`config.mk`:
```
export PLATFORM = sky130hd
export DESIGN_NAME = day_number_date_converter_unit
export DESIGN_NICKNAME = d
export VERILOG_FILES = /design/src/hdl/dndc_pkg.sv /design/src/hdl/dndc_split.sv /design/src/hdl/day_number_date_converter_unit.sv
export SDC_FILE = /design/constraint.sdc
export NUM_CORES = 1
export LEC_CHECK = 0
export ABC_CLOCK_PERIOD_IN_PS = 5700
export BUFFER_PORTS_ARGS = -buffer_cell sky130_fd_sc_hd__buf_4
export CAP_MARGIN = 20
export CORE_MARGIN = 1
export CORE_UTILIZATION = 40
export CTS_CLUSTER_DIAMETER = 50
export CTS_CLUSTER_SIZE = 8
export DETAILED_ROUTE_END_ITERATION = 10
export HOLD_SLACK_MARGIN = 0.1
export PLACE_DENSITY = 0.55
export SLEW_MARGIN = 20
export SYNTH_ARGS = -nofsm -noshare
export SYNTH_HDL_FRONTEND = slang
export SYNTH_HIERARCHICAL = 1
export SYNTH_SLANG_ARGS = --single-unit
```
`constraint.sdc`:
```
create_clock -name clk -period 5.7 [get_ports clk]
set_clock_uncertainty 0.05 [all_clocks]
set_input_delay 0.285 -clock clk [delete_from_list [all_inputs] [get_ports clk]]
set_output_delay 0.285 -clock clk [all_outputs]
set_load 0.02 [all_outputs]
```
`src/hdl/dndc_pkg.sv`:
```
`timescale 1ns / 1ps
// ----------------------------------------------------------------------------
// dndc_pkg: shared types and constants of the day number / date converter
// Field widths, calendar block lengths and small calendar tables.
// ----------------------------------------------------------------------------
package dndc_pkg;

	localparam int COUNT_W = 22;   // day count field
	localparam int DAYS_W  = 23;   // absolute day numbers and intermediate sums
	localparam int YEAR_W  = 14;
	localparam int MONTH_W = 4;
	localparam int DAY_W   = 5;
	localparam int WDAY_W  = 3;
	localparam int Q100_W  = 7;    // year / 100 for years up to 12000
	localparam int OFS_W   = 9;    // day-of-year offset of a month start

	// block lengths in days
	localparam logic [DAYS_W-1:0] DAYS_400Y = 23'd146097;
	localparam logic [DAYS_W-1:0] DAYS_100Y = 23'd36524;
	localparam logic [DAYS_W-1:0] DAYS_4Y   = 23'd1461;
	localparam logic [DAYS_W-1:0] DAYS_1Y   = 23'd365;

	// x / 100 == (x * 5243) >> 19 for x below 43699
	localparam logic [12:0] RECIP_100  = 13'd5243;
	localparam int          RECIP_SHR  = 19;
	localparam logic [8:0]  DAYS_YEAR  = 9'd365;
	localparam logic [6:0]  HUNDRED    = 7'd100;

	localparam logic [MONTH_W-1:0] MONTH_LAST = 4'd11;  // December, zero based

	typedef struct packed {
		logic [YEAR_W-1:0]  year;
		logic [MONTH_W-1:0] month;   // 1..12
		logic [DAY_W-1:0]   day;     // 1..31
	} date_t;

	// days from 1 Jan of year 1 to 1 Jan of year y, elaboration only
	function automatic int days_before_year(int y);
		int p;
		p = y - 1;
		return 365 * p + p / 4 - p / 100 + p / 400;
	endfunction

	// length of zero-based month m
	function automatic logic [DAY_W-1:0] month_len(logic leap, logic [MONTH_W-1:0] m);
		logic [DAY_W-1:0] len;
		unique case (m)
			4'd1:                      len = leap ? 5'd29 : 5'd28;
			4'd3, 4'd5, 4'd8, 4'd10:   len = 5'd30;
			default:                   len = 5'd31;
		endcase
		return len;
	endfunction

	// days in the year before the start of zero-based month m
	function automatic logic [OFS_W-1:0] month_offset(logic leap, logic [MONTH_W-1:0] m);
		logic [OFS_W-1:0] ofs;
		unique case (m)
			4'd0:    ofs = 9'd0;
			4'd1:    ofs = 9'd31;
			4'd2:    ofs = 9'd59;
			4'd3:    ofs = 9'd90;
			4'd4:    ofs = 9'd120;
			4'd5:    ofs = 9'd151;
			4'd6:    ofs = 9'd181;
			4'd7:    ofs = 9'd212;
			4'd8:    ofs = 9'd243;
			4'd9:    ofs = 9'd273;
			4'd10:   ofs = 9'd304;
			default: ofs = 9'd334;
		endcase
		if (leap && m >= 4'd2) begin
			ofs = ofs + 9'd1;
		end
		return ofs;
	endfunction

	// (sw + c) mod 7, folding octal digits since 8 == 1 mod 7
	function automatic logic [WDAY_W-1:0] mod7(logic [COUNT_W-1:0] c, logic [WDAY_W-1:0] sw);
		logic [5:0] s;
		logic [3:0] t;
		logic [3:0] u;
		s = 6'(c[2:0]) + 6'(c[5:3]) + 6'(c[8:6]) + 6'(c[11:9]) + 6'(c[14:12])
		  + 6'(c[17:15]) + 6'(c[20:18]) + 6'(c[21]) + 6'(sw);
		t = 4'(s[5:3]) + 4'(s[2:0]);
		u = 4'(t[3]) + 4'(t[2:0]);
		if (u >= 4'd7) begin
			u = u - 4'd7;
		end
		return u[2:0];
	endfunction

endpackage

```
`src/hdl/dndc_split.sv`:
```
`timescale 1ns / 1ps
// ----------------------------------------------------------------------------
// dndc_split: iterative day number to date splitter
// One subtract/compare unit peels 400, 100, 4 and 1 year blocks, then months.
// ----------------------------------------------------------------------------
module dndc_split (
	input  logic                          clk,
	input  logic                          arst_n,
	input  logic                          start,
	input  logic [dndc_pkg::DAYS_W-1:0]   n_days,   // days since 1 Jan of year 1
	output logic                          done,
	output dndc_pkg::date_t               res
);

	typedef enum logic [5:0] {
		PH_IDLE = 6'b000001,
		PH_400  = 6'b000010,
		PH_100  = 6'b000100,
		PH_4    = 6'b001000,
		PH_1    = 6'b010000,
		PH_MON  = 6'b100000
	} phase_t;

	phase_t                             phase_q;
	logic                               done_q;
	logic [dndc_pkg::DAYS_W-1:0]        rem_q;
	logic [dndc_pkg::YEAR_W-1:0]        year_q;
	logic [dndc_pkg::MONTH_W-1:0]       mon_q;
	logic [1:0]                         c100_q;
	logic [4:0]                         c4_q;
	logic [1:0]                         c1_q;

	logic [dndc_pkg::DAYS_W-1:0]        k;
	logic [dndc_pkg::YEAR_W-1:0]        inc;
	logic [dndc_pkg::DAYS_W:0]          diff;
	logic                               ge;
	logic                               take;
	logic                               leap;

	// last year of a 4 year block is leap, except at a century not divisible by 400
	assign leap = (c1_q == 2'd3) && ((c4_q != 5'd24) || (c100_q == 2'd3));

	always_comb begin
		k   = dndc_pkg::DAYS_1Y;
		inc = '0;
		unique case (phase_q)
			PH_400:  begin k = dndc_pkg::DAYS_400Y; inc = 14'd400; end
			PH_100:  begin k = dndc_pkg::DAYS_100Y; inc = 14'd100; end
			PH_4:    begin k = dndc_pkg::DAYS_4Y;   inc = 14'd4;   end
			PH_1:    begin k = dndc_pkg::DAYS_1Y;   inc = 14'd1;   end
			PH_MON:  begin
				k   = dndc_pkg::DAYS_W'(dndc_pkg::month_len(leap, mon_q));
				inc = '0;
			end
			default: begin k = dndc_pkg::DAYS_1Y; inc = '0; end
		endcase
	end

	// the shared unit
	assign diff = {1'b0, rem_q} - {1'b0, k};
	assign ge   = ~diff[dndc_pkg::DAYS_W];

	always_comb begin
		unique case (phase_q)
			PH_400:  take = ge;
			PH_100:  take = ge && (c100_q != 2'd3);
			PH_4:    take = ge;
			PH_1:    take = ge && (c1_q != 2'd3);
			PH_MON:  take = ge && (mon_q != dndc_pkg::MONTH_LAST);
			default: take = 1'b0;
		endcase
	end

	always_ff @(posedge clk or negedge arst_n) begin
		if (!arst_n) begin
			phase_q <= PH_IDLE;
			done_q  <= 1'b0;
		end else begin
			done_q <= 1'b0;
			unique case (phase_q)
				PH_IDLE: if (start) phase_q <= PH_400;
				PH_400:  if (!take) phase_q <= PH_100;
				PH_100:  if (!take) phase_q <= PH_4;
				PH_4:    if (!take) phase_q <= PH_1;
				PH_1:    if (!take) phase_q <= PH_MON;
				PH_MON:  begin
					if (!take) begin
						phase_q <= PH_IDLE;
						done_q  <= 1'b1;
					end
				end
				default: phase_q <= PH_IDLE;
			endcase
		end
	end

	always_ff @(posedge clk) begin
		if (phase_q == PH_IDLE) begin
			if (start) begin
				rem_q  <= n_days;
				year_q <= 14'd1;
				mon_q  <= '0;
				c100_q <= '0;
				c4_q   <= '0;
				c1_q   <= '0;
			end
		end else if (take) begin
			rem_q  <= diff[dndc_pkg::DAYS_W-1:0];
			year_q <= year_q + inc;
			if (phase_q == PH_100) c100_q <= c100_q + 2'd1;
			if (phase_q == PH_4)   c4_q   <= c4_q + 5'd1;
			if (phase_q == PH_1)   c1_q   <= c1_q + 2'd1;
			if (phase_q == PH_MON) mon_q  <= mon_q + 4'd1;
		end
	end

	assign done      = done_q;
	assign res.year  = year_q;
	assign res.month = mon_q + 4'd1;
	assign res.day   = rem_q[dndc_pkg::DAY_W-1:0] + 5'd1;

endmodule

```
`src/hdl/day_number_date_converter_unit.sv`:
```
`timescale 1ns / 1ps
// ----------------------------------------------------------------------------
// day_number_date_converter_unit: Gregorian date <-> day count converter
// Converts a date to a day count since 1 Jan of EPOCH_YEAR, or a count to a
// date, and reports count, date, weekday and range flag for either one.
// ----------------------------------------------------------------------------
//
//  channel | signals                                   | dir | transfer
//  --------+-------------------------------------------+-----+--------------------
//  in      | in_valid/in_ready, action, in_day,        | in  | valid & ready
//          | in_month, in_year, in_count               |     |
//  out     | out_valid/out_ready, day_count, out_day,  | out | valid & ready
//          | out_month, out_year, weekday, in_range    |     |
//  cfg     | cfg_wr_en, cfg_wr_data (start_weekday)    | in  | cfg_wr_en, no wait
//
// Steps: date to count runs the multiply/add states ST_MULQ, ST_MULC, ST_MULP,
// ST_SUMB and ST_SUMC; both actions then launch the splitter in ST_GO, where
// one subtractor peels year blocks and months, and hand off via ST_WAIT and
// ST_DONE. The 400 year peel of a count near the top of the range is worst.
// One transaction is in flight; in_ready is high only while idle.
// A finished result waits in the output register; a stalled out_ready holds
// the block in its done state. Reset clears control and sets start_weekday to 4.
//
module day_number_date_converter_unit #(
	parameter int EPOCH_YEAR = 1970,
	parameter int LAST_YEAR  = 9999
) (
	input  logic                           clk,
	input  logic                           arst_n,
	// input transactions
	input  logic                           in_valid,
	output logic                           in_ready,
	input  logic                           action,
	input  logic [dndc_pkg::DAY_W-1:0]     in_day,
	input  logic [dndc_pkg::MONTH_W-1:0]   in_month,
	input  logic [dndc_pkg::YEAR_W-1:0]    in_year,
	input  logic [dndc_pkg::COUNT_W-1:0]   in_count,
	// result transactions
	output logic                           out_valid,
	input  logic                           out_ready,
	output logic [dndc_pkg::COUNT_W-1:0]   day_count,
	output logic [dndc_pkg::DAY_W-1:0]     out_day,
	output logic [dndc_pkg::MONTH_W-1:0]   out_month,
	output logic [dndc_pkg::YEAR_W-1:0]    out_year,
	output logic [dndc_pkg::WDAY_W-1:0]    weekday,
	output logic                           in_range,
	// configuration
	input  logic                           cfg_wr_en,
	input  logic [dndc_pkg::WDAY_W-1:0]    cfg_wr_data
);

	// day numbers counted from 1 Jan of year 1
	localparam logic [dndc_pkg::DAYS_W-1:0] DbyEpoch =
		dndc_pkg::DAYS_W'(dndc_pkg::days_before_year(EPOCH_YEAR));
	localparam logic [dndc_pkg::DAYS_W-1:0] LastCount =
		dndc_pkg::DAYS_W'(dndc_pkg::days_before_year(LAST_YEAR + 1)
		                  - dndc_pkg::days_before_year(EPOCH_YEAR) - 1);
	localparam logic [dndc_pkg::YEAR_W-1:0] YearLo = dndc_pkg::YEAR_W'(EPOCH_YEAR);
	localparam logic [dndc_pkg::YEAR_W-1:0] YearHi = dndc_pkg::YEAR_W'(LAST_YEAR);

	typedef enum logic [8:0] {
		ST_IDLE  = 9'b000000001,
		ST_MULQ  = 9'b000000010,   // y / 100 by reciprocal
		ST_MULC  = 9'b000000100,   // century check
		ST_MULP  = 9'b000001000,   // 365 * (y - 1), leap flag
		ST_SUMB  = 9'b000010000,   // days before year
		ST_SUMC  = 9'b000100000,   // day count
		ST_GO    = 9'b001000000,   // launch splitter
		ST_WAIT  = 9'b010000000,
		ST_DONE  = 9'b100000000
	} state_t;

	state_t                              state_q;
	logic [dndc_pkg::WDAY_W-1:0]         sw_q;
	logic                                out_valid_q;

	// working registers of the date to count path
	logic [dndc_pkg::YEAR_W-1:0]         y_q;
	logic [dndc_pkg::MONTH_W-1:0]        m_q;        // zero based
	logic [dndc_pkg::DAY_W-1:0]          d_q;
	logic [dndc_pkg::Q100_W-1:0]         yq_q;       // y / 100
	logic                                c100_q;     // y divisible by 100
	logic                                leap_q;
	logic [dndc_pkg::DAYS_W-1:0]         p365_q;
	logic [dndc_pkg::DAYS_W-1:0]         base_q;
	logic [dndc_pkg::COUNT_W-1:0]        cnt_q;

	// result register
	logic [dndc_pkg::COUNT_W-1:0]        day_count_q;
	dndc_pkg::date_t                     date_q;
	logic [dndc_pkg::WDAY_W-1:0]         weekday_q;
	logic                                in_range_q;

	logic                                in_fire;
	logic                                out_free;
	logic                                split_start;
	logic                                split_done;
	dndc_pkg::date_t                     split_res;

	logic [dndc_pkg::YEAR_W-1:0]         y_clamp;
	logic [dndc_pkg::MONTH_W-1:0]        m_clamp;
	logic [26:0]                         yq_prod;
	logic [dndc_pkg::YEAR_W-1:0]         yq100;
	logic [dndc_pkg::YEAR_W-1:0]         p;
	logic [dndc_pkg::Q100_W-1:0]         pq;         // (y - 1) / 100
	logic [dndc_pkg::DAYS_W-1:0]         cnt_sum;
	logic [dndc_pkg::DAYS_W-1:0]         n_days;

	assign in_ready = (state_q == ST_IDLE);
	assign in_fire  = in_valid && in_ready;
	assign out_free = !out_valid_q || out_ready;

	// clamp year into epoch..last year, month into January..December
	always_comb begin
		if (in_year < YearLo) begin
			y_clamp = YearLo;
		end else if (in_year > YearHi) begin
			y_clamp = YearHi;
		end else begin
			y_clamp = in_year;
		end
		if (in_month == 4'd0) begin
			m_clamp = 4'd0;
		end else if (in_month > 4'd12) begin
			m_clamp = dndc_pkg::MONTH_LAST;
		end else begin
			m_clamp = in_month - 4'd1;
		end
	end

	assign yq_prod = 27'(y_q) * 27'(dndc_pkg::RECIP_100);
	assign yq100   = dndc_pkg::YEAR_W'(yq_q) * dndc_pkg::YEAR_W'(dndc_pkg::HUNDRED);
	assign p       = y_q - 14'd1;
	assign pq      = c100_q ? (yq_q - 7'd1) : yq_q;

	// a day of zero wraps the count modulo 2^22
	assign cnt_sum = base_q - DbyEpoch
	               + dndc_pkg::DAYS_W'(dndc_pkg::month_offset(leap_q, m_q))
	               + dndc_pkg::DAYS_W'(d_q) - 23'd1;

	assign n_days      = {1'b0, cnt_q} + DbyEpoch;
	assign split_start = (state_q == ST_GO);

	dndc_split u_split (
		.clk    (clk),
		.arst_n (arst_n),
		.start  (split_start),
		.n_days (n_days),
		.done   (split_done),
		.res    (split_res)
	);

	// sequencer
	always_ff @(posedge clk or negedge arst_n) begin
		if (!arst_n) begin
			state_q     <= ST_IDLE;
			sw_q        <= 3'd4;
			out_valid_q <= 1'b0;
		end else begin
			if (cfg_wr_en) sw_q <= cfg_wr_data;
			if (state_q == ST_DONE && out_free) begin
				out_valid_q <= 1'b1;
			end else if (out_ready) begin
				out_valid_q <= 1'b0;
			end
			unique case (state_q)
				ST_IDLE: begin
					if (in_fire) state_q <= action ? ST_GO : ST_MULQ;
				end
				ST_MULQ: state_q <= ST_MULC;
				ST_MULC: state_q <= ST_MULP;
				ST_MULP: state_q <= ST_SUMB;
				ST_SUMB: state_q <= ST_SUMC;
				ST_SUMC: state_q <= ST_GO;
				ST_GO:   state_q <= ST_WAIT;
				ST_WAIT: if (split_done) state_q <= ST_DONE;
				ST_DONE: begin
					if (out_free) begin
						state_q <= ST_IDLE;
					end
				end
				default: state_q <= ST_IDLE;
			endcase
		end
	end

	// datapath
	always_ff @(posedge clk) begin
		if (in_fire) begin
			y_q   <= y_clamp;
			m_q   <= m_clamp;
			d_q   <= in_day;
			cnt_q <= in_count;
		end
		if (state_q == ST_MULQ) begin
			yq_q <= yq_prod[dndc_pkg::RECIP_SHR +: dndc_pkg::Q100_W];
		end
		if (state_q == ST_MULC) begin
			c100_q <= (yq100 == y_q);
		end
		if (state_q == ST_MULP) begin
			p365_q <= dndc_pkg::DAYS_W'(p) * dndc_pkg::DAYS_W'(dndc_pkg::DAYS_YEAR);
			leap_q <= (y_q[1:0] == 2'd0) && (!c100_q || (yq_q[1:0] == 2'd0));
		end
		if (state_q == ST_SUMB) begin
			base_q <= p365_q + dndc_pkg::DAYS_W'(p[dndc_pkg::YEAR_W-1:2])
			        - dndc_pkg::DAYS_W'(pq) + dndc_pkg::DAYS_W'(pq[dndc_pkg::Q100_W-1:2]);
		end
		if (state_q == ST_SUMC) begin
			cnt_q <= cnt_sum[dndc_pkg::COUNT_W-1:0];
		end
		if (state_q == ST_DONE && out_free) begin
			day_count_q <= cnt_q;
			date_q      <= split_res;
			weekday_q   <= dndc_pkg::mod7(cnt_q, sw_q);
			in_range_q  <= ({1'b0, cnt_q} <= LastCount);
		end
	end

	assign out_valid = out_valid_q;
	assign day_count = day_count_q;
	assign out_day   = date_q.day;
	assign out_month = date_q.month;
	assign out_year  = date_q.year;
	assign weekday   = weekday_q;
	assign in_range  = in_range_q;

endmodule

```
==> out/metrics.csv, run 1 <==
metric,value,unit
Iter 0 DRT Violations,623,
async set-or-reset flop fraction in the synthesized netlist,0.0922,
syn_area_per_cell,10.2,um2
Synth Cell Area,21000,um2
Syn. warnings,6,
initial antenna violation count,0,
Die H,231,um
pin count of the biggest net entering global routing,50,
"CTS clk-pin slew, worst paths",0.05,ns
full die area,53500,um2
"Top FF cell, synth",edfxtp_1,
die width,231,um
TritonCTS Sinks,217,
remaining antenna violation count,0,
CTS max path bufs,3,
status,"finished, final reports clean",
startpoint types,register,
first-pass GRT wire length,76300,um
Top Ports,105,
nets@finish,2802,
Comb power frac,0.093,
worst setup margin,0.195,ns
"Min Clock Period, post-route",5.50,ns
Layout area overhead,19.1,%
depth of the CTS H-tree,2,
"commonest non-fill, non-tap cell in the layout",inv_1,
Final period util,0.966,
GR Overflow Total,0,
#FFs+latches synth,217,
Internal,3350,uW
met2 wire length,23300,um
sequential fraction of the synthesis area,0.305,
HPWL Detailed,37700,um
Initial Util,0.407,
WP data arrival,5.87,ns
drc violations,0,
CTS buffer count,39,
# Max-Cap Violations,0,
Mapped Nets,2566,
Peak VDD IR,0.165,mV
Tot GR Track Use,0.178,
wire length on met1,21000,um
Yosys cell types,94,
Setup Slack @ Placement,0.00255,ns
CTS Root Cell,clkbuf_16,
drt pass-1 iters,5,
sw power,992,uW
crit end category,register,
row cnt,83,
Diodes inserted,0,
part of the power in registers,0.402,
Worst-Skew Late Latency,0.54,ns
cell count after synthesis,2051,
FF/Latch Area,6420,um2
Setup Crit Path Kind,register to register,
Routed Wire Length,47000,um
multi-input logic area,13400,um2
slew margin rel.,0.333,
drt via density,5.05,
via count,15139,
setup violators final,0,
PortBufs,104,
pwr dens,173,nW/um2
RSZ-0062 raised after global routing,yes,
fill count,4735,
"EDFF count, synth",197,
placer congestion estimate,0.834,
Fmax achieved,182,MHz
most frequent cells in the layout,"inv_1, ha_1, edfxtp_1, buf_4, fa_1",
final setup TNS,0,ns
Worst Max-Slew Pin Slew,1.00,ns
Critical Path RT,6.06,ns
Critical Path Fanout Max,7,
met3 WL post-DR,1440,um
fraction of layout cells with a size suffix above 1,0.134,
Slew Limit Fails,0,
vias in the first global route,15281,
TritonCTS clock tree,built,
fin util,0.485,
"Hold Violations, Final",0,
Clk network pwr share,0.505,
Hold Crit Class,input port to async pin,
Wirelength per Cell,15.7,um
area of the core,51600,um2
Sw Ratio,0.229,
top routing layer in use,met4,
P_leak,0.0114,uW
## worst max-delay path, stage by stage, from the launching register on
cell and delay [ns]:
edfxtp_1 0.47, buf_4 0.23, ha_1 0.30, inv_1 0.06, fa_1 0.50, fa_1 0.54, inv_1 0.05, fa_1 0.48
fa_1 0.50, ha_1 0.35, a211o_1 0.33, o221a_2 0.25, o31a_1 0.15, a211oi_1 0.35, o21ai_0 0.21, o311ai_0 0.38
buf_4 0.17
## path summary, 6_finish.rpt
path | slack [ns] | to | from | cells past startpoint
setup / recovery | 0.20 | yq_q[0] | y_q[12] | 16
hold / removal | 0.15 | u_split/phase_q[3] | arst_n | 2
setup reg to reg | 0.20 | yq_q[0] | y_q[12] | 16
hold reg to reg | 0.42 | out_year[8] | u_split/year_q[8] | 0
max in group asynchronous | 5.16 | state_q[0] | arst_n | 2
min in group clk | 0.18 | cnt_q[13] | in_count[13] | 3
## kinds of logic after synthesis
logic type,count (synthesis),share of synthesized area
xor gates and xnor gates,137,0.0571
muxes,13,0.00667
adders and majority gates,461,0.326
and+or+nand+nor,444,0.109
AOI/OAI and AO/OA,385,0.124
buffers and inverters,394,0.0715
DFF,217,0.305
## per-layer routing
metal | track usage | vias up
li1 | - | 7577
met1 | 0.225 | 7235
met2 | 0.315 | 253
met3 | 0.0203 | 74
met4 | 0.0555 | 0
met5 | 0 | -
## area by class of cell
type                       count  area share
timing repair buffer         224      0.0723
clock buffer                  57      0.0425
tap                          680      0.0340
sequential                   217       0.256
multi-input combinational   1440       0.534
clock inverter                14     0.00664
inverter                     365      0.0547
## power groups by stage
| stage | combinational [uW] | clock [uW] | sequential, uW |
|---|---|---|---|
| after detailed placement | 309 | 0 | 1770 |
| after global routing | 468 | 2310 | 1740 |
| final | 403 | 2190 | 1740 |
| after floorplan | 215 | 0 | 1770 |
| after CTS | 340 | 2250 | 1740 |
| after global placement | 294 | 0 | 1770 |
## registers in the layout, indices dropped and copies added, names as in the netlist, 6 cells and up
| signal | count |
|---|---|
| u_split/year_q | 14 |
| u_split/phase_q | 6 |
| p365_q | 22 |
| yq_q | 7 |
| state_q | 9 |
| out_year | 14 |
| y_q | 14 |
| day_count | 22 |
| base_q | 22 |
| cnt_q | 22 |
| u_split/rem_q | 23 |
## stage by stage
stage	power (uW)	hold slack [ns]	cells	instance area, um2
6_report	4340	0.146	2997	25000
5_1_grt	4520	0.145	2997	25000
4_1_cts	4330	0.109	2991	24800
3_5_place_dp	2080	0.153	2868	23100
3_3_place_gp	2070	0.154	2868	23100
2_1_floorplan	1990	-0.0606	2051	21100
## what timing repair did
action,CTS,global route
hold buffers,52,0
endpoints found under the setup margin,0,7
buffers inserted,0,6
endpoints found under the hold margin,67,0
gates resized for setup,0,37
## synthesized netlist by cell type (14+ instances only)
library cell,instances,share of area
inv_1,365,0.065
ha_1,316,0.19
edfxtp_1,197,0.28
fa_1,145,0.14
nor2_1,109,0.019
nand2_1,108,0.019
xnor2_1,93,0.039
o21ai_0,87,0.021
a21oi_1,78,0.019
xor2_1,44,0.018
a21o_1,40,0.014
nand3_1,36,0.0086
nor3_1,33,0.0079
o21a_1,24,0.0086
clkbuf_1,21,0.0038
nand2b_1,19,0.0057
o211ai_1,19,0.0068
dfrtp_1,17,0.020
nor2b_1,15,0.0045
a211oi_1,14,0.0050
and3_1,14,0.0042
or3_1,14,0.0042
(Power assumes the default switching activity.)
==> run 2: changes to the inputs <==
Settings changed: RECOVER_POWER from default to 100.
==> run 2 against run 1 <==
The flow now finishes with violations (max-capacitance violations, max-slew violations); worst hold slack improved by 0.038 ns; critical path depth grew 7; die area unchanged; fmax about the same; first-iteration DRC count shrank 0.64%; via count hardly changed; sequential power hardly changed; largest cell class unchanged; largest power group unchanged; highest routed layer unchanged.
==> out/metrics.csv, run 2 (synthesis results as in run 1) <==
metric,value,unit,change
status,"complete, but fails checks",,
failing checks,"max-capacitance violations, max-slew violations",,
placer congestion estimate,0.834,,unchanged
TritonCTS Sinks,217,,unchanged
Final Power,4330,uW,about the same
# Max-Cap Violations,2,,+2
crit end category,register,,
full die area,53500,um2,unchanged
Diodes inserted,0,,unchanged
CTS buffer count,39,,unchanged
"Hold Violations, Final",0,,unchanged
remaining antenna violation count,0,,unchanged
nets@finish,2802,,unchanged
Slew Limit Fails,87,,+87
setup violators final,0,,unchanged
Critical R2R Capture,p365_q[20],,
met2 wire length,23400,um,+0.46%
CTS Root Cell,clkbuf_16,,
drt via density,5.05,,about the same
area of the core,51600,um2,unchanged
Critical Path RT,5.90,ns,-0.16 ns
first-pass GRT wire length,76300,um,unchanged
GR Overflow Total,0,,unchanged
Reg-to-Reg Start,y_q[3],,
pin count of the biggest net entering global routing,50,,unchanged
Worst setup startpoint,y_q[3],,
Worst Max-Slew Pin Slew,2.18,ns,+1.18 ns
initial antenna violation count,0,,unchanged
depth of the CTS H-tree,2,,unchanged
Layout area overhead,17.6,%,
vias in the first global route,15281,,unchanged
Post-Layout Inst Area,24700,um2,-1.3%
Setup Crit Path Kind,register to register,,
worst reg2reg setup slack,0.20,ns,about the same
row cnt,83,,unchanged
"commonest non-fill, non-tap cell in the layout",inv_1,,
Peak VDD IR,0.166,mV,+0.46%
Tot GR Track Use,0.178,,unchanged
fraction of layout cells with a size suffix above 1,0.0984,,-0.0358
Final period util,0.966,,about the same
wire length on met1,21000,um,-0.25%
Die H,231,um,unchanged
RSZ-0062 raised after global routing,yes,,
Top Ports,105,,unchanged
met3 WL post-DR,1480,um,+2.7%
hold endpoint,cnt_q[13],,
Wirelength per Cell,15.7,um,+0.20%
drt pass-1 iters,6,,+1
via count,15126,,-0.086%
top routing layer in use,met4,,
WP data arrival,5.71,ns,-0.16 ns
startpoint types,register,,
most frequent cells in the layout,"inv_1, ha_1, edfxtp_1, fa_1, nor2_1",,
Routed Wire Length,47100,um,+0.20%
slew margin rel.,-0.451,,-0.783
HPWL Detailed,37700,um,unchanged
PortBufs,104,,unchanged
pwr dens,175,nW/um2,+1.2%
Placed Cells,2868,,unchanged
Hold Crit Class,input port to register,,
"Min Clock Period, post-route",5.50,ns,-0.000102 ns
"Critical Path, Cell by Cell",inv_2 -> ha_4 -> nand3b_1 -> a21bo_2 -> a21boi_4 -> nand2_2 -> xnor2_2 -> buf_4 -> ha_4 -> inv_2 -> fa_1 -> inv_1 -> fa_1 -> inv_1 -> fa_1 -> inv_2 -> ha_4 -> nand3_4 -> nor2_4 -> or3b_4 -> a31oi_4 -> nor4b_2 -> or4_1,,
final non-filler cell total,2997,,unchanged
Largest register FFs,23,,unchanged
Critical Path Fanout Max,3,,-4
Biggest register,u_split/rem_q,,
drc violations,0,,unchanged
post-placement cell area,23100,um2,unchanged
Initial Util,0.407,,unchanged
"slowest stage delay, CP",0.53,ns,about the same
Worst-Skew Late Latency,0.54,ns,about the same
Iter 0 DRT Violations,619,,-0.64%
TritonCTS clock tree,built,,
fill count,4836,,+2.1%
hold path startpoint,in_count[13],,
Crit-path slowest cell,fa_1,,
Fmax achieved,182,MHz,about the same
P_leak,0.0112,uW,-2.6%
reg2reg path depth,23,,+7
Hold Path Depth,3,,
"CTS clk-pin slew, worst paths",0.05,ns,about the same
CTS max path bufs,3,,unchanged
die width,231,um,unchanged
==> run 2: cell count changes in the layout (fill, tap and decap cells not counted) <==
cell	previous run	this run
nor3b_1	5	6
a221oi_1	1	2
nor3b_4	1	0
nor4b_1	8	9
or3_1	14	16
and2_1	11	8
clkbuf_4	0	3
clkbuf_1	16	94
buf_4	172	91
a221oi_2	1	0
or3_4	2	0
nor4b_2	2	1
and2_0	0	3
==> run 2: critical path: cells and delay by family, from the launching register on <==
kind                       cells  cell delay (ns)
xor gates and xnor gates       1             0.14
DFF                            1             0.41
and+or+nand+nor                7             1.33
AOI/OAI and AO/OA              3             0.67
buffers and inverters          6             0.46
adders and majority gates      6             2.16
==> run 2: repair_timing <==
item | CTS | global route
gates resized for setup | 0 | 37
hold endpoints to repair | 67 | 0
hold buffers | 52 | 0
setup endpoints to repair | 0 | 7
setup buffers | 0 | 6
==> run 2: per-stage QoR <==
step / util / worst slack, ns / setup TNS (ns) / hold slack (ns)
finish: 0.479 / 0.195 / 0 / 0.184
global route: 0.479 / -0.0281 / -0.0449 / 0.145
CTS: 0.481 / 0.00772 / 0 / 0.109
detailed placement: 0.447 / 0.00255 / 0 / 0.153
global placement: 0.447 / 0.104 / 0 / 0.154
floorplan: - / 0.000658 / 0 / -0.0606
==> run 2: where the power goes <==
group	internal (uW)	total [uW]	leakage [uW]	switching, uW
clock network	1390	2190	0.000588	800
logic	211	400	0.00863	188
registers	1740	1740	0.00194	1.81
total	3340	4330	0.0112	991
==> run 2: per-layer routing <==
| layer | vias up | track usage |
|---|---|---|
| li1 | 7573 | - |
| met1 | 7221 | 0.225 |
| met2 | 256 | 0.315 |
| met3 | 76 | 0.0203 |
| met4 | 0 | 0.0555 |
| met5 | - | 0 |
==> run 2: area by class of cell <==
class | instances | area, um2 | share of cell area
tap | 680 | 851 | 0.0344
timing repair buffer | 224 | 1520 | 0.0614
sequential | 217 | 6420 | 0.260
clock inverter | 14 | 166 | 0.00673
multi-input combinational | 1440 | 13300 | 0.539
inverter | 365 | 1370 | 0.0554
clock buffer | 57 | 1060 | 0.0430
==> run 2: how the worst max path moves through the flow <==
stage	endpoint	cells past startpoint
4_1_cts	weekday[1]	16
2_1_floorplan	p365_q[20]	24
3_5_place_dp	weekday[1]	16
6_report	p365_q[20]	23
5_1_grt	p365_q[20]	23
3_3_place_gp	p365_q[20]	23
==> run 3: changes to the inputs <==
Settings changed: MAX_ROUTING_LAYER from default to met4.
==> run 3 against run 2 <==
Fmax down 1.3%; worst hold slack lost 0.034 ns; non-clock buffer count up 4; first-iteration DRC count shrank 6.6%; the run now ends clean; flip-flop and latch count is the same; routed wire length about the same; largest cell class unchanged; critical path type unchanged; largest power group unchanged; via count decreased by 0.36%; setup slack lost 0.072 ns.
==> out/metrics.csv, run 3 (synthesis results as in run 1) <==
metric,value,unit,change
CTS buffer count,38,,-2.6%
Critical Path Fanout Max,3,,unchanged
Setup Slack @ Placement,-0.0270,ns,-0.0295 ns
Peak VDD IR,0.207,mV,+25%
final setup TNS,0,ns,unchanged
HPWL Detailed,38000,um,+0.79%
Tot GR Track Use,0.185,,+0.00698
initial antenna violation count,0,,unchanged
row cnt,83,,unchanged
area of the core,51600,um2,unchanged
Top Ports,105,,unchanged
first-pass GRT wire length,77200,um,+1.2%
Hold Crit Class,input port to register,,
# Max-Cap Violations,0,,-2
Diodes inserted,0,,unchanged
Routed Wire Length,47100,um,about the same
drc violations,0,,unchanged
CTS Root Cell,clkbuf_16,,
Final period util,0.978,,+0.0126
P_leak,0.0114,uW,+2.1%
die width,231,um,unchanged
via count,15071,,-0.36%
WP data arrival,5.79,ns,+0.08 ns
Iter 0 DRT Violations,578,,-6.6%
RSZ-0062 raised after global routing,yes,,
placer congestion estimate,0.844,,+1.2%
slew margin rel.,0.130,,+0.581
Setup Crit Path Kind,register to register,,
pwr dens,175,nW/um2,-0.22%
startpoint types,register,,
"commonest non-fill, non-tap cell in the layout",inv_1,,
PortBufs,104,,unchanged
Slew Limit Fails,0,,-100%
Biggest register,u_split/rem_q,,
full die area,53500,um2,unchanged
nets@finish,2805,,+0.11%
crit end category,register,,
"Min Clock Period, post-route",5.58,ns,+0.0717 ns
Layout area overhead,18.8,%,
CTS max path bufs,3,,unchanged
drt pass-1 iters,4,,-2
drt via density,5.03,,-0.43%
TritonCTS clock tree,built,,
FF/Latch Area,6420,um2,unchanged
setup violators final,0,,unchanged
most frequent cells in the layout,"inv_1, ha_1, edfxtp_1, buf_4, fa_1",,
depth of the CTS H-tree,2,,unchanged
fraction of layout cells with a size suffix above 1,0.125,,+0.0262
vias in the first global route,15383,,+0.67%
multi-input logic area,13300,um2,about the same
Worst Max-Slew Pin Slew,1.30,ns,-0.872 ns
Die H,231,um,unchanged
"CTS clk-pin slew, worst paths",0.05,ns,about the same
TritonCTS Sinks,217,,unchanged
"Hold Violations, Final",0,,unchanged
fill count,4783,,-1.1%
Critical Path RT,5.91,ns,about the same
pin count of the biggest net entering global routing,50,,unchanged
Worst-Skew Late Latency,0.54,ns,about the same
status,"finished, final reports clean",,
fin util,0.484,,+0.00499
Initial Util,0.407,,unchanged
Fmax achieved,179,MHz,-1.3%
Largest register FFs,23,,unchanged
worst setup margin,0.123,ns,-0.0717 ns
Wirelength per Cell,15.7,um,-0.15%
remaining antenna violation count,0,,unchanged
GR Overflow Total,0,,unchanged
run 3: critical path: stages, from the launching register on:
cell and delay [ns]:
edfxtp_1 0.42, inv_2 0.12, ha_4 0.14, nand3b_1 0.09
a21bo_2 0.26, a21boi_4 0.21, nand2_2 0.09, xnor2_2 0.15
buf_4 0.15, ha_4 0.27, inv_4 0.04, fa_1 0.52
inv_1 0.05, fa_1 0.47, inv_1 0.05, fa_1 0.50
inv_2 0.05, ha_4 0.27, nand3_4 0.07, nor2_2 0.12
or3b_4 0.42, a31oi_4 0.23, nor4b_2 0.06, or4_1 0.51
run 3: stage by stage:
step / total power, uW / std cells / area (um2) / hold WS (ns)
2_1_floorplan: 1990 / 2051 / 21100 / -0.0606
3_3_place_gp: 2070 / 2868 / 23100 / 0.152
3_5_place_dp: 2090 / 2868 / 23100 / 0.150
4_1_cts: 4390 / 2989 / 24800 / 0.119
5_1_grt: 4550 / 2999 / 25000 / 0.156
6_report: 4370 / 2999 / 25000 / 0.150
run 3: timing repair:
item | in CTS | in global routing
cloned | 0 | 0
hold endpoints to repair | 67 | 0
resized for setup | 2 | 32
buffers inserted | 0 | 10
pin swaps | 0 | 20
endpoints found under the setup margin | 2 | 7
hold buffers | 52 | 0
run 3: path summary, 6_finish.rpt:
path	depth (start not counted)	end	start	slack [ns]
setup / recovery	23	p365_q[20]	y_q[1]	0.12
hold / removal	3	cnt_q[13]	in_count[13]	0.15
setup reg to reg	23	p365_q[20]	y_q[1]	0.12
hold reg to reg	0	out_year[4]	u_split/year_q[4]	0.42
max in group asynchronous	2	state_q[3]	arst_n	4.30
min in group asynchronous	2	sw_q[0]	arst_n	0.52
run 3: area by class of cell:
type,instances,share of cell area
Inverter,365,0.0550
Tap cell,680,0.0341
Multi-Input combinational cell,1440,0.534
Sequential cell,217,0.257
Clock buffer,56,0.0420
Timing Repair Buffer,228,0.0704
Clock inverter,13,0.00771
run 3: power by group:
part           switching, uW  leakage [uW]  internal, uW  total [uW]
Sequential              1.72       0.00194          1740        1740
Clock                    762      0.000597          1460        2220
Combinational            193       0.00885           214         407
run 3: per-layer routing:
layer	share of wire	global-route usage
met1	0.45	0.227
met2	0.50	0.319
met3	0.027	0.0223
met4	0.020	0.0493
met5	0	-
